`config.mk`:
```
export PLATFORM = sky130hd
export DESIGN_NAME = pi_heater_burst_fire
export DESIGN_NICKNAME = d
export VERILOG_FILES = /design/src/design/pihbf_pkg.sv /design/src/design/pi_heater_burst_fire.sv /design/src/design/pihbf_csr.sv /design/src/design/pihbf_core.sv
export SDC_FILE = /design/constraint.sdc
export NUM_CORES = 1
export LEC_CHECK = 0
export CORE_ASPECT_RATIO = 1.75
export CORE_MARGIN = 2
export CORE_UTILIZATION = 67
export DETAILED_ROUTE_END_ITERATION = 8
export DONT_BUFFER_PORTS = 1
export GPL_TIMING_DRIVEN = 0
export HOLD_SLACK_MARGIN = 0.08
export PLACE_DENSITY = 0.91
export SLEW_MARGIN = 20
export SYNTH_ARGS = -nofsm -noshare
export SYNTH_HDL_FRONTEND = slang
export SYNTH_SLANG_ARGS = --single-unit
export TNS_END_PERCENT = 10
```
`constraint.sdc`:
```
create_clock -name clock -period 12.2 [get_ports clock]
set_clock_uncertainty 0.05 [all_clocks]
set_input_delay 0.61 -clock clock [delete_from_list [all_inputs] [get_ports clock]]
set_output_delay 0.61 -clock clock [all_outputs]
set_load 0.1 [all_outputs]
```
`src/design/pihbf_pkg.sv`:
```
// Package for the PI heater regulator with burst-fire output.
// Holds field widths, register indexes, reset values and shared structs.
// No dependencies.
`default_nettype none

package pihbf_pkg;

   localparam int TEMP_W   = 12;
   localparam int GAIN_W   = 16;
   localparam int DRIVE_W  = 10;
   localparam int LIMIT_W  = 6;
   localparam int ERR_W    = TEMP_W + 1;
   localparam int CSR_IDX_W  = 3;
   localparam int CSR_DATA_W = 16;

   localparam logic [CSR_IDX_W-1:0] CSR_SETPOINT    = 3'd0;
   localparam logic [CSR_IDX_W-1:0] CSR_GAIN_A      = 3'd1;
   localparam logic [CSR_IDX_W-1:0] CSR_GAIN_B      = 3'd2;
   localparam logic [CSR_IDX_W-1:0] CSR_DRIVE_MAX   = 3'd3;
   localparam logic [CSR_IDX_W-1:0] CSR_CYCLE_LIMIT = 3'd4;

   localparam logic [TEMP_W-1:0]  SETPOINT_RST    = 12'd560;
   localparam logic [GAIN_W-1:0]  GAIN_A_RST      = 16'd4551;
   localparam logic [GAIN_W-1:0]  GAIN_B_RST      = 16'd4110;
   localparam logic [DRIVE_W-1:0] DRIVE_MAX_RST   = 10'd960;
   localparam logic [LIMIT_W-1:0] CYCLE_LIMIT_RST = 6'd60;

   localparam logic ACTION_SAMPLE   = 1'b0;
   localparam logic ACTION_CROSSING = 1'b1;

   typedef struct packed {
      logic [TEMP_W-1:0]  setpoint;
      logic [GAIN_W-1:0]  gain_a;
      logic [GAIN_W-1:0]  gain_b;
      logic [DRIVE_W-1:0] drive_max;
      logic [LIMIT_W-1:0] cycle_limit;
   } cfg_type;

   typedef struct packed {
      logic              action;
      logic [TEMP_W-1:0] temperature;
   } item_type;

   typedef struct packed {
      logic [DRIVE_W-1:0] drive_value;
      logic               heater_on;
      logic               event_kind;
   } result_type;

endpackage

`default_nettype wire

```
`src/design/pi_heater_burst_fire.sv`:
```
// Top level of the PI heater regulator with burst-fire output.
// Instantiates pihbf_csr and pihbf_core; depends on pihbf_pkg.
//
//   channel  | direction | handshake           | beat contents
//   ---------+-----------+---------------------+-------------------------------
//   req_     | in        | req_valid/req_stall | action, temperature
//   rsp_     | out       | rsp_valid/rsp_stall | drive_value, heater_on, event_kind
//   csr_     | in        | csr_valid/csr_ready | index (0..4), data
//
// One beat per cycle sustained while rsp_stall stays low; a request beat lands
// in the input register, passes the combinational PI/burst logic and then
// lands in the result register, which drives rsp_valid and the result beat.
// Synchronous reset clears the controller state, both valid flags and loads
// the register defaults. While the result register is held by rsp_stall,
// the input register holds too and req_stall rises once it is occupied.
`default_nettype none

module pi_heater_burst_fire
   import pihbf_pkg::*;
(
   input  wire logic                  clock,
   input  wire logic                  reset,

   input  wire logic                  req_valid,
   output logic                       req_stall,
   input  wire logic                  req_action,
   input  wire logic [TEMP_W-1:0]     req_temperature,

   output logic                       rsp_valid,
   input  wire logic                  rsp_stall,
   output logic [DRIVE_W-1:0]         rsp_drive_value,
   output logic                       rsp_heater_on,
   output logic                       rsp_event_kind,

   input  wire logic                  csr_valid,
   output logic                       csr_ready,
   input  wire logic [CSR_IDX_W-1:0]  csr_index,
   input  wire logic [CSR_DATA_W-1:0] csr_data
);

   cfg_type    cfg;
   item_type   item_ff, item_in;
   result_type result, rsp_ff;
   logic       in_valid_ff, in_valid_in;
   logic       rsp_valid_ff, rsp_valid_in;
   logic       advance;
   logic       req_take;

   pihbf_csr u_csr (
      .clock     (clock),
      .reset     (reset),
      .csr_valid (csr_valid),
      .csr_ready (csr_ready),
      .csr_index (csr_index),
      .csr_data  (csr_data),
      .cfg       (cfg)
   );

   // Move the input beat into the result register when that slot is free
   // or drains this cycle; state in the core updates on the same edge.
   assign advance   = in_valid_ff && (!rsp_valid_ff || !rsp_stall);
   assign req_stall = in_valid_ff && !advance;
   assign req_take  = req_valid && !req_stall;

   pihbf_core u_core (
      .clock   (clock),
      .reset   (reset),
      .cfg     (cfg),
      .item    (item_ff),
      .advance (advance),
      .result  (result)
   );

   always_comb begin
      item_in     = item_ff;
      in_valid_in = in_valid_ff;
      if (req_take) begin
         item_in.action      = req_action;
         item_in.temperature = req_temperature;
         in_valid_in         = 1'b1;
      end else if (advance) begin
         in_valid_in = 1'b0;
      end
   end

   always_comb begin
      rsp_valid_in = rsp_valid_ff;
      if (advance) begin
         rsp_valid_in = 1'b1;
      end else if (rsp_valid_ff && !rsp_stall) begin
         rsp_valid_in = 1'b0;  // drop the beat once taken
      end
   end

   // Valid flags
   always_ff @(posedge clock) begin
      if (reset) begin
         in_valid_ff  <= 1'b0;
         rsp_valid_ff <= 1'b0;
      end else begin
         in_valid_ff  <= in_valid_in;
         rsp_valid_ff <= rsp_valid_in;
      end
   end

   // Payload registers: hold while stalled, no reset needed
   always_ff @(posedge clock) begin
      item_ff <= item_in;
      if (advance) begin
         rsp_ff <= result;
      end
   end

   assign rsp_valid       = rsp_valid_ff;
   assign rsp_drive_value = rsp_ff.drive_value;
   assign rsp_heater_on   = rsp_ff.heater_on;
   assign rsp_event_kind  = rsp_ff.event_kind;

endmodule

`default_nettype wire

```
`src/design/pihbf_csr.sv`:
```
// Configuration register file of the heater regulator.
// Depends on pihbf_pkg for register indexes, widths and reset values.
`default_nettype none

module pihbf_csr
   import pihbf_pkg::*;
(
   input  wire logic                  clock,
   input  wire logic                  reset,
   input  wire logic                  csr_valid,
   output logic                       csr_ready,
   input  wire logic [CSR_IDX_W-1:0]  csr_index,
   input  wire logic [CSR_DATA_W-1:0] csr_data,
   output cfg_type                    cfg
);

   cfg_type cfg_ff, cfg_in;

   assign csr_ready = 1'b1;
   assign cfg       = cfg_ff;

   always_comb begin
      cfg_in = cfg_ff;
      if (csr_valid) begin
         unique case (csr_index)
            CSR_SETPOINT:    cfg_in.setpoint    = csr_data[TEMP_W-1:0];
            CSR_GAIN_A:      cfg_in.gain_a      = csr_data[GAIN_W-1:0];
            CSR_GAIN_B:      cfg_in.gain_b      = csr_data[GAIN_W-1:0];
            CSR_DRIVE_MAX:   cfg_in.drive_max   = csr_data[DRIVE_W-1:0];
            CSR_CYCLE_LIMIT: cfg_in.cycle_limit = csr_data[LIMIT_W-1:0];
            default:         cfg_in = cfg_ff;  // drop writes to unused indexes
         endcase
      end
   end

   always_ff @(posedge clock) begin
      if (reset) begin
         cfg_ff.setpoint    <= SETPOINT_RST;
         cfg_ff.gain_a      <= GAIN_A_RST;
         cfg_ff.gain_b      <= GAIN_B_RST;
         cfg_ff.drive_max   <= DRIVE_MAX_RST;
         cfg_ff.cycle_limit <= CYCLE_LIMIT_RST;
      end else begin
         cfg_ff <= cfg_in;
      end
   end

endmodule

`default_nettype wire

```
`src/design/pihbf_core.sv`:
```
// Controller datapath and state: PI drive update and burst-fire decision.
// Depends on pihbf_pkg for widths, action codes and structs.
`default_nettype none

module pihbf_core
   import pihbf_pkg::*;
(
   input  wire logic     clock,
   input  wire logic     reset,
   input  wire cfg_type  cfg,
   input  wire item_type item,
   input  wire logic     advance,
   output result_type    result
);

   logic signed [ERR_W-1:0] prev_err_ff, prev_err_in;
   logic [DRIVE_W-1:0]      drive_ff, drive_in;
   logic [LIMIT_W-1:0]      count_ff, count_in;
   logic                    heater_ff, heater_in;

   logic signed [ERR_W-1:0]            err;
   logic signed [GAIN_W+ERR_W:0]       prod_a, prod_b;
   logic signed [GAIN_W+ERR_W-12:0]    term_a, term_b;
   logic signed [GAIN_W+ERR_W-10:0]    sum;
   logic [DRIVE_W-1:0]                 drive_sat;
   logic [LIMIT_W:0]                   count_inc;
   logic                               fire;

   assign err = $signed({cfg.setpoint[TEMP_W-1], cfg.setpoint})
              - $signed({item.temperature[TEMP_W-1], item.temperature});

   // Gains are unsigned: prepend a zero so the products stay signed.
   assign prod_a = $signed({1'b0, cfg.gain_a}) * err;
   assign prod_b = $signed({1'b0, cfg.gain_b}) * prev_err_ff;

   // Arithmetic shift right 12: keep the upper bits, floor toward minus infinity.
   assign term_a = prod_a[GAIN_W+ERR_W:12];
   assign term_b = prod_b[GAIN_W+ERR_W:12];

   assign sum = $signed({{(GAIN_W+ERR_W-9-DRIVE_W){1'b0}}, drive_ff})
              + $signed({{2{term_a[GAIN_W+ERR_W-12]}}, term_a})
              - $signed({{2{term_b[GAIN_W+ERR_W-12]}}, term_b});

   always_comb begin
      if (sum < 0) begin
         drive_sat = '0;
      end else if (sum > $signed({{(GAIN_W+ERR_W-9-DRIVE_W){1'b0}}, cfg.drive_max})) begin
         drive_sat = cfg.drive_max;
      end else begin
         drive_sat = sum[DRIVE_W-1:0];
      end
   end

   assign count_inc = {1'b0, count_ff} + {{LIMIT_W{1'b0}}, 1'b1};
   assign fire      = {1'b0, drive_ff} > {count_inc, 4'b0000};

   always_comb begin
      prev_err_in = prev_err_ff;
      drive_in    = drive_ff;
      count_in    = count_ff;
      heater_in   = heater_ff;
      if (item.action == ACTION_SAMPLE) begin
         prev_err_in = err;
         drive_in    = drive_sat;
      end else begin
         heater_in = fire;
         // clear once past the limit; a count of 64 always clears
         if (count_inc > {1'b0, cfg.cycle_limit}) begin
            count_in = '0;
         end else begin
            count_in = count_inc[LIMIT_W-1:0];
         end
      end
   end

   assign result.drive_value = drive_in;
   assign result.heater_on   = heater_in;
   assign result.event_kind  = item.action;

   always_ff @(posedge clock) begin
      if (reset) begin
         prev_err_ff <= '0;
         drive_ff    <= '0;
         count_ff    <= '0;
         heater_ff   <= 1'b0;
      end else if (advance) begin
         prev_err_ff <= prev_err_in;
         drive_ff    <= drive_in;
         count_ff    <= count_in;
         heater_ff   <= heater_in;
      end
   end

endmodule

`default_nettype wire
```
# After elaboration in Yosys (flattened, before gate mapping)
# Index checks and enable logic that the tools add are counted.
dict set report op_classes {
  addsub 4
  mux 9
  bitwise 1
  eq_ne 4
  reduce_logical 19
  order_cmp 4
  n_mul 2
}
# cell n
set ops {}
lappend ops {{$mul 17x13->30} 2}
lappend ops {{$mux 10} 3}
lappend ops {{$gt 20x11->1} 1}
lappend ops {{$lt 20x1->1 const B} 1}
lappend ops {{$sub 19x18->20} 1}
lappend ops {{$add 11x18->19} 1}
lappend ops {{$reduce_and 2->1} 7}
lappend ops {{$sub 12x12->13} 1}
lappend ops {{$gt 10x11->1} 1}
lappend ops {{$add 6x1->7 const B} 1}
lappend ops {{$gt 7x6->1} 1}
lappend ops {{$eq 3x2->1 const B} 2}
lappend ops {{$mux 6} 1}
lappend ops {{$mux 1} 5}
lappend ops {{$logic_and 1x1->1} 4}
lappend ops {{$logic_not 1->1} 4}
lappend ops {{$reduce_bool 2->1} 2}
lappend ops {{$eq 3x1->1 const B} 1}
lappend ops {{$eq 3x3->1 const B} 1}
lappend ops {{$logic_not 3->1} 1}
lappend ops {{$logic_or 1x1->1} 1}
lappend ops {{$not 1->1} 1}
dict set report word_totals {
  reg_bits 117
  word_cells 59
}

# Logic depth before layout (Yosys ltp)
# Gate-level depths: netlist of run 1.
dict set report depth {
  word_depth 8
  ltp_mapped 52
}

# Cells and area by module
# From an unflattened synthesis of run 1, not the netlist that was laid out.
dict set report hier_totals {
  hier_cells 2221
  area_unflattened_um2 20021.7
}
# module area_each_um2 instances cells_per_inst
set by_module_without_submodules {}
lappend by_module_without_submodules {pihbf_core 16749.8 1 1952}
lappend by_module_without_submodules {pihbf_csr 2434.8 1 234}
lappend by_module_without_submodules {pi_heater_burst_fire 837.1 1 35}

# Worst setup path after synthesis of run 1
# Ideal clock, no wire load.
dict set report synth_timing {
  path_kind {register -> register}
  start {reg item_ff[0] (netlist bit)}
  end {reg rsp_ff (netlist bit rsp_drive_value[0]) (data pin)}
  period_less_slack_ps 11000
  required_ps 11882
  path_slack_ps 1200
  stages_incl_launch_ff 49
  path_buffers 2
  arrival_time_ps 10682
  path_cell_list {edfxtp_1 > ha_1 > fa_1 > nor2b_1 > o21ai_0 > a21boi_0 > o21ai_0 > a21boi_0 > o21ai_0 > and2_1 > xnor2_1 > clkbuf_1 > nand2_1 > fa_1 > fa_1 > inv_1 > fa_1 > fa_1 > (+13 left out) > inv_1 > ha_1 > and4_4 > a21oi_2 > a21boi_4 > a21boi_0 > nor2_1 > xnor2_1 > ha_1 > nand4_1 > o32ai_1 > a31oi_1 > nor4_1 > nand3_1 > nor4_1 > buf_4 > mux2i_1 > o21ai_0}
}
# item line
set synth_rtl {}
lappend synth_rtl {{start, declared} pi_heater_burst_fire.sv:42} ;# item_type item_ff, item_in;
lappend synth_rtl {{start signal, assigned} pi_heater_burst_fire.sv:108} ;# item_ff <= item_in;
lappend synth_rtl {{end signal, assigned} pi_heater_burst_fire.sv:110} ;# rsp_ff <= result;
lappend synth_rtl {{end, declared} pi_heater_burst_fire.sv:43} ;# result_type result, rsp_ff;

==> impl_results.rst, run 1 <==
.. list-table::
   :header-rows: 1

   * - Metric
     - Value
   * - Outcome
     - complete, but fails checks
   * - Failing checks
     - max-capacitance violations, max-slew violations, negative setup slack
   * - Final antenna-violating net count
     - 0
   * - Setup Viol. Count Final
     - 18
   * - Number of maximum-capacitance violations
     - 1
   * - Leading area contributor after synthesis
     - fa_1
   * - Register-to-register path setup slack
     - -0.25 ns
   * - Via density per instance
     - 6.205
   * - CP startpoint kind
     - flop
   * - Clock latency on the worst-skew pair
     - 0.45 ns
   * - DIE WIDTH
     - 134.5 um
   * - Most frequent cell after synthesis
     - nand2_1
   * - Startpoint of the worst hold path
     - req_temperature[11]
   * - Number of distinct library cells after synthesis
     - 75
   * - Total via count in the routed design
     - 16840
   * - Most area-consuming cells after synthesis
     - fa_1 32%, ha_1 16%, dfxtp_1 9.2%, nand2_1 8.2%, inv_1 7.4%
   * - Worst-path fanout max
     - 10
   * - Final cycle utilization of the critical path
     - 1.021
   * - Most frequent cells after synthesis
     - 437 x nand2_1, 396 x inv_1, 317 x fa_1
   * - Count of flip-flops with a built-in enable after synthesis
     - 25
   * - Max Buffers Root-to-Sink
     - 2
   * - Count of pins on the block boundary
     - 52
   * - Count of cells along the worst register-to-register path
     - 47
   * - Portion of synthesized cell area occupied by the leading cell type
     - 0.3176
   * - Count of buffers inserted at the top-level ports
     - 0
   * - Post-synth net total
     - 2895
   * - Data required time at the worst endpoint
     - 12.30 ns
   * - Number of failing hold endpoints at the final stage
     - 0
   * - Register bit count reported by yosys
     - 117
   * - Sink of the worst hold path
     - item_ff[11]$_DFFE_PP_
   * - Total congestion overflow
     - 0
   * - Share of the yosys chip area belonging to registers
     - 0.1298
   * - Area occupied by multi-input gates
     - 15920 um2
   * - Signed area change from the synthesized netlist to the final layout
     - 8.448%
   * - Setup crit end kind
     - flop
   * - Post-Syn Area per Cell
     - 8.755 um2
   * - Row count
     - 83
   * - Share of flip-flops with an asynchronous set or reset
     - 0
   * - Max-slew headroom at the worst pin
     - -0.1311
   * - Cells after Synth
     - 2282
   * - Biggest cell delay along the critical path
     - 0.61 ns
   * - Classification of the worst setup path
     - reg2reg
   * - Crit path top cell by count
     - fa_1
   * - Final Critical Period
     - 12.45 ns
   * - Most frequently used flop master after synthesis
     - dfxtp_1
   * - GRT Total Usage
     - 0.3883
   * - CTS HTree Levels
     - 4
   * - Routed wire length per instance
     - 22.09 um
   * - Type of the worst min-delay path
     - in2reg
   * - Hold slack
     - 0.2023 ns
   * - Total negative slack
     - -2.225 ns
   * - Count of clock tree sinks
     - 117
   * - Critical R2R Capture
     - rsp_drive_value[6]$_DFFE_PP_
   * - Number of warnings issued by yosys
     - 0
   * - Slew at the pin with the worst max-slew slack
     - 1.654 ns
   * - TritonCTS clock tree
     - yes
   * - Initial DRC Count
     - 1262
   * - Area enclosed by the die boundary
     - 31270 um2
   * - Net count reported at finish
     - 2930
   * - R2R Path Start
     - u_csr.cfg[48]$_SDFFE_PP0P_
   * - Post-Synthesis Cell Area
     - 19980 um2
   * - First-pass GRT wire length
     - 91.97 mm
   * - Area taken by flip-flops and latches
     - 2594 um2
   * - Die outline height
     - 232.4 um
   * - Area inside the core boundary
     - 29390 um2
   * - Worst hold path cell count
     - 0
   * - Number of global-route vias before repair
     - 18227
   * - Starting density of the core
     - 0.6798
   * - Worst Slack Setup Final
     - -0.2529 ns
   * - Filler cell count
     - 1978
   * - Length of the first detailed-routing pass in iterations
     - 6
   * - Routability Congestion
     - 1.002
   * - Post-cts hold buffer count
     - 0
   * - Max Freq
     - 80.30 MHz
   * - DRC errors left
     - 0
   * - Max Slew Vio Count
     - 2
   * - Arr. time, crit path
     - 12.55 ns
   * - Clk slew on worst S/H paths
     - 0.07 ns
   * - Antenna violations before repair
     - 3
   * - Pin count of the biggest net entering global routing
     - 17
   * - Cell at the root of the clock tree
     - clkbuf_16
   * - Aggregate routed wire length
     - 59.96 mm
   * - CP max stage cell
     - fa_1
   * - Number of buffers inserted during clock tree synthesis
     - 17
   * - Hpwl dp
     - 45.30 mm
   * - Ratio of cells with drive above 1 in the final layout
     - 0.05923
registers in the layout, summed over array words and instances (netlist names):
name,count
in_valid_ff,1
item_ff,13
rsp_drive_value,10
rsp_event_kind,1
rsp_heater_on,1
rsp_valid,1
u_core.count_ff,6
u_core.drive_ff,10
u_core.heater_ff,1
u_core.prev_err_ff,13
u_csr.cfg,60
cell usage in the layout (no fill, tap or decap), drive strengths merged, types with 4 or more instances in the layout:
| cell type | netlist | routed |
|---|---|---|
| mux2i | 11 | 11 |
| bufinv | 0 | 4 |
| a21o | 16 | 16 |
| a21oi | 84 | 84 |
| nor2b | 34 | 34 |
| a31oi | 4 | 4 |
| o21ai | 54 | 54 |
| o21a | 18 | 18 |
| a211oi | 11 | 11 |
| clkbuf | 87 | 105 |
| buf | 9 | 28 |
| inv | 396 | 397 |
| nand2 | 437 | 437 |
| clkinv | 0 | 4 |
| a21boi | 8 | 8 |
| or2 | 10 | 10 |
| o21bai | 6 | 6 |
| edfxtp | 25 | 25 |
| a2111oi | 4 | 4 |
| a22oi | 5 | 5 |
| nand2b | 39 | 39 |
| and3 | 11 | 11 |
| and4 | 5 | 5 |
| nor2 | 62 | 62 |
| xnor2 | 34 | 34 |
| fa | 317 | 317 |
| nand4 | 8 | 8 |
| nand3 | 12 | 12 |
| dfxtp | 92 | 92 |
| ha | 259 | 259 |
| nor3 | 15 | 15 |
| nor4 | 6 | 6 |
| nand3b | 23 | 23 |
| xor2 | 24 | 24 |
| and2 | 116 | 116 |
metal layers:
layer,wire length (um),up-vias,GRT usage,part of all wire
met3,5336,497,0.08627,0.089
met5,37,-,0,0.00062
li1,-,7215,-,-
met4,6741,6,0.3253,0.11
met1,18330,8093,0.3831,0.31
met2,29510,1029,0.6834,0.49
worst max path at each step:
| stage | from | cells past startpoint | slack [ns] | endpoint |
|---|---|---|---|---|
| 2_1_floorplan | item_ff[0]$_DFFE_PP_ | 48 | 1.20 | rsp_drive_value[0]$_DFFE_PP_ |
| 3_3_place_gp | u_csr.cfg[48]$_SDFFE_PP0P_ | 49 | -1.14 | rsp_drive_value[6]$_DFFE_PP_ |
| 3_5_place_dp | u_csr.cfg[48]$_SDFFE_PP0P_ | 49 | -1.38 | rsp_drive_value[6]$_DFFE_PP_ |
| 4_1_cts | item_ff[1]$_DFFE_PP_ | 49 | 0.02 | rsp_drive_value[6]$_DFFE_PP_ |
| 5_1_grt | u_csr.cfg[48]$_SDFFE_PP0P_ | 43 | -0.51 | rsp_drive_value[6]$_DFFE_PP_ |
| 6_report | u_csr.cfg[48]$_SDFFE_PP0P_ | 47 | -0.25 | rsp_drive_value[6]$_DFFE_PP_ |
critical path, delay by kind of cell, from the launching register on:
family | cells | cell delay, ns
compound gates | 18 | 3.60
buf+inv | 5 | 0.75
xor+xnor | 2 | 0.51
simple gates | 9 | 1.71
flops | 1 | 0.36
fa+ha+maj | 12 | 4.90
mux | 1 | 0.25
logic make-up after synthesis:
family	after synthesis	synth area share
AND/OR/NAND/NOR	784	0.1840
AO/OA/AOI/OAI	242	0.08129
adder cells (fa/ha/maj)	576	0.4798
XOR/XNOR	58	0.02543
buffers and inverters	492	0.09344
multiplexers	12	0.006075
flip-flops	117	0.1298
other	1	0.0001877
layout make-up:
type | instances | share of cell area
Timing Repair Buffer | 19 | 0.006930
Antenna cell | 2 | 0.0002310
Inverter | 396 | 0.06860
Buffer | 93 | 0.01883
Clock inverter | 11 | 0.008085
Tap cell | 382 | 0.02206
Clock buffer | 21 | 0.02079
Multi-Input combinational cell | 1673 | 0.7348
Sequential cell | 117 | 0.1197
through the flow:
step,instances,setup slack (ns),cell area (um2),utilization
floorplan,2282,1.200,19980,-
global placement,2664,-1.144,20460,0.6961
detailed placement,2665,-1.385,20470,0.6966
CTS,2703,0.02358,21340,0.7260
global route,2712,-0.5078,21660,0.7371
finish,2714,-0.2529,21670,0.7372
what timing repair did:
item,CTS,global route
setup endpoints to repair,20,20
setup buffers,6,11
pin swaps,5,18
resized for setup,48,53
gates cloned,1,0
Power of run 1 is not shown: default switching activity piles up to over one toggle a cycle in this logic, so the estimate is an artifact.
==> run 2, diff against run 1 <==
--- a/config.mk
+++ b/config.mk
@@ -5,14 +5,14 @@
 export SDC_FILE = /design/constraint.sdc
 export NUM_CORES = 1
 export LEC_CHECK = 0
-export CORE_ASPECT_RATIO = 1.75
+export CORE_ASPECT_RATIO = 0.5
 export CORE_MARGIN = 2
-export CORE_UTILIZATION = 67
+export CORE_UTILIZATION = 45
 export DETAILED_ROUTE_END_ITERATION = 8
 export DONT_BUFFER_PORTS = 1
 export GPL_TIMING_DRIVEN = 0
 export HOLD_SLACK_MARGIN = 0.08
-export PLACE_DENSITY = 0.91
+export PLACE_DENSITY = 0.68
 export SLEW_MARGIN = 20
 export SYNTH_ARGS = -nofsm -noshare
 export SYNTH_HDL_FRONTEND = slang
==> run 2 against run 1 <==
The flow now finishes without violations; design area up 0.37%; die area grew 48%; utilization down 24 points; fmax up 5.4%; sequential cell count unchanged; sequential share of layout area about the same; critical path depth up 2; first-iteration DRC count down 16%.
==> impl_results.rst, run 2 (synthesis results as in run 1) <==
.. list-table::
   :header-rows: 1

   * - Metric
     - Value
   * - Worst-path fanout max
     - 10 (unchanged)
   * - Net count reported at finish
     - 2926 (-0.14%)
   * - Crit path top cell by count
     - fa_1
   * - Final Critical Period
     - 11.81 ns (-0.6411 ns)
   * - Total via count in the routed design
     - 15528 (-7.8%)
   * - CP max stage cell
     - fa_1
   * - DIE WIDTH
     - 302.0 um (+120%)
   * - Type of the worst min-delay path
     - in2reg
   * - Max Buffers Root-to-Sink
     - 2 (unchanged)
   * - CTS HTree Levels
     - 4 (unchanged)
   * - Critical R2R Capture
     - rsp_drive_value[4]$_DFFE_PP_
   * - Core Util, Final
     - 0.4975 (-0.2398)
   * - Arr. time, crit path
     - 11.93 ns (-0.62 ns)
   * - Worst hold path cell count
     - 0 (unchanged)
   * - TritonCTS clock tree
     - yes
   * - Final cycle utilization of the critical path
     - 0.9682 (-0.05255)
   * - Antenna violations before repair
     - 1 (-2)
   * - Die outline height
     - 153.0 um (-34%)
   * - Classification of the worst setup path
     - reg2reg
   * - Max Freq
     - 84.66 MHz (+5.4%)
   * - Most common cell after layout, fill and taps aside
     - nand2_1
   * - Initial DRC Count
     - 1054 (-16%)
   * - Biggest cell delay along the critical path
     - 0.51 ns (-0.10 ns)
   * - Slew at the pin with the worst max-slew slack
     - 1.036 ns (-0.6181 ns)
   * - R2R Path Start
     - item_ff[1]$_DFFE_PP_
   * - Max-slew headroom at the worst pin
     - 0.3095 (+0.4406)
   * - Starting density of the core
     - 0.4570 (-0.2228)
   * - Number of global-route vias before repair
     - 16270 (-11%)
   * - Signed area change from the synthesized netlist to the final layout
     - 8.849%
   * - Count of buffers inserted at the top-level ports
     - 0 (unchanged)
   * - Clock latency on the worst-skew pair
     - 0.44 ns (about the same)
   * - Aggregate routed wire length
     - 53.33 mm (-11%)
   * - Sink of the worst hold path
     - item_ff[9]$_DFFE_PP_
   * - Leading cell types in the layout, fill and taps excluded
     - 436 x nand2_1, 396 x inv_1, 316 x fa_1
   * - Max Slew Vio Count
     - 0 (-2)
   * - Ratio of cells with drive above 1 in the final layout
     - 0.05546 (-0.003767)
   * - First-pass GRT wire length
     - 86.71 mm (-5.7%)
   * - Routed wire length per instance
     - 18.30 um (-17%)
   * - Length of the first detailed-routing pass in iterations
     - 6 (unchanged)
   * - Pin count of the biggest net entering global routing
     - 17 (unchanged)
   * - Clk slew on worst S/H paths
     - 0.06 ns (about the same)
   * - Filler cell count
     - 4044 (+100%)
   * - Total congestion overflow
     - 0 (unchanged)
   * - Count of pins on the block boundary
     - 52 (unchanged)
   * - Final antenna-violating net count
     - 0 (unchanged)
   * - Number of maximum-capacitance violations
     - 0 (-1)
   * - Count of clock tree sinks
     - 117 (unchanged)
   * - Number of failing hold endpoints at the final stage
     - 0 (unchanged)
   * - GRT Total Usage
     - 0.2428 (-0.1455)
   * - Row count
     - 54 (-35%)
   * - Outcome
     - complete, no violations
   * - Register-to-register path setup slack
     - 0.39 ns (+0.64 ns)
   * - Area inside the core boundary
     - 43710 um2 (+49%)
   * - Via density per instance
     - 5.329 (-14%)
   * - Area enclosed by the die boundary
     - 46200 um2 (+48%)
   * - CP startpoint kind
     - flop
   * - Count of cells along the worst register-to-register path
     - 49 (+4.3%)
   * - Cell at the root of the clock tree
     - clkbuf_16
   * - Startpoint of the worst hold path
     - req_temperature[9]
   * - Max reg flops
     - 60 (unchanged)
   * - DRC errors left
     - 0 (unchanged)
   * - Data required time at the worst endpoint
     - 12.32 ns (+0.02 ns)
   * - Setup Viol. Count Final
     - 0 (-18)
   * - Setup crit end kind
     - flop
   * - Number of buffers inserted during clock tree synthesis
     - 17 (unchanged)
   * - Hpwl dp
     - 43.19 mm (-4.7%)
   * - Routability Congestion
     - 0.9034 (-9.8%)
   * - Ant diodes
     - 0 (-2)
==> run 2: cell count changes in the layout (fill, tap and decap cells not counted), moves of 3 or more <==
cell	delta
bufinv_16	-3
buf_4	-6
xnor2_2	+3
mux2i_2	+3
clkbuf_8	-3
o21ai_1	+3
inv_6	+3
clkinv_4	-3
==> run 2: per-layer routing <==
| layer | vias up | track usage | part of all wire |
|---|---|---|---|
| met3 | 108 | 0.06937 | 0.093 |
| met2 | 550 | 0.3861 | 0.45 |
| met4 | 2 | 0.08487 | 0.036 |
| met5 | - | 0 | 0.00024 |
| li1 | 7188 | - | - |
| met1 | 7680 | 0.3171 | 0.42 |
==> run 2: worst max path at each step <==
stage	startpoint	endpoint	slack (ns)	cells after the start
after floorplan	item_ff[0]$_DFFE_PP_	rsp_drive_value[0]$_DFFE_PP_	1.20	48
after global placement	item_ff[1]$_DFFE_PP_	rsp_drive_value[0]$_DFFE_PP_	-1.34	48
after detailed placement	item_ff[1]$_DFFE_PP_	rsp_drive_value[3]$_DFFE_PP_	-1.08	48
after CTS	item_ff[1]$_DFFE_PP_	rsp_drive_value[0]$_DFFE_PP_	0.006	46
after global routing	item_ff[1]$_DFFE_PP_	rsp_drive_value[1]$_DFFE_PP_	-0.02	49
final	item_ff[1]$_DFFE_PP_	rsp_drive_value[4]$_DFFE_PP_	0.39	49
==> run 2: worst max-delay path: cells and delay by family (launching register included) <==
family | cells | cell delay (ns)
compound gates | 17 | 3.43
xor+xnor | 2 | 0.31
fa+ha+maj | 11 | 4.59
buf+inv | 8 | 0.80
flops | 1 | 0.39
mux | 1 | 0.28
simple gates | 10 | 1.68
==> run 2: metrics by stage <==
stage	instance area (um2)	hold WS, ns	TNS (ns)	worst slack (ns)	instances
floorplan	19980	0.3744	0	1.200	2282
global placement	20710	0.3834	-23.91	-1.343	2870
CTS	21490	0.2067	0	0.006118	2908
global route	21750	0.2004	-0.04169	-0.02094	2914
finish	21750	0.2131	0	0.3882	2914
detailed placement	20740	0.3851	-19.10	-1.079	2871
==> run 2: what timing repair did <==
| action | 4_1_cts | 5_1_grt |
|---|---|---|
| setup endpoints to repair | 20 | 20 |
| cloned | 1 | 0 |
| pin swaps | 6 | 13 |
| buffers inserted | 4 | 7 |
| hold buffers | 0 | 0 |
| resized for setup | 28 | 61 |
==> run 2: cell type report <==
cell class                 count  area, um2  share of cell area
inverter                     396       1486             0.06835
clock inverter                12      110.1            0.005063
sequential                   117       2592              0.1192
buffer                        95      401.6             0.01847
clock buffer                  20      479.2             0.02204
multi-input combinational   1673      15840              0.7282
timing repair buffer          13      105.1            0.004833
tap                          588      735.7             0.03383
Power of run 2 is left out for the same reason.
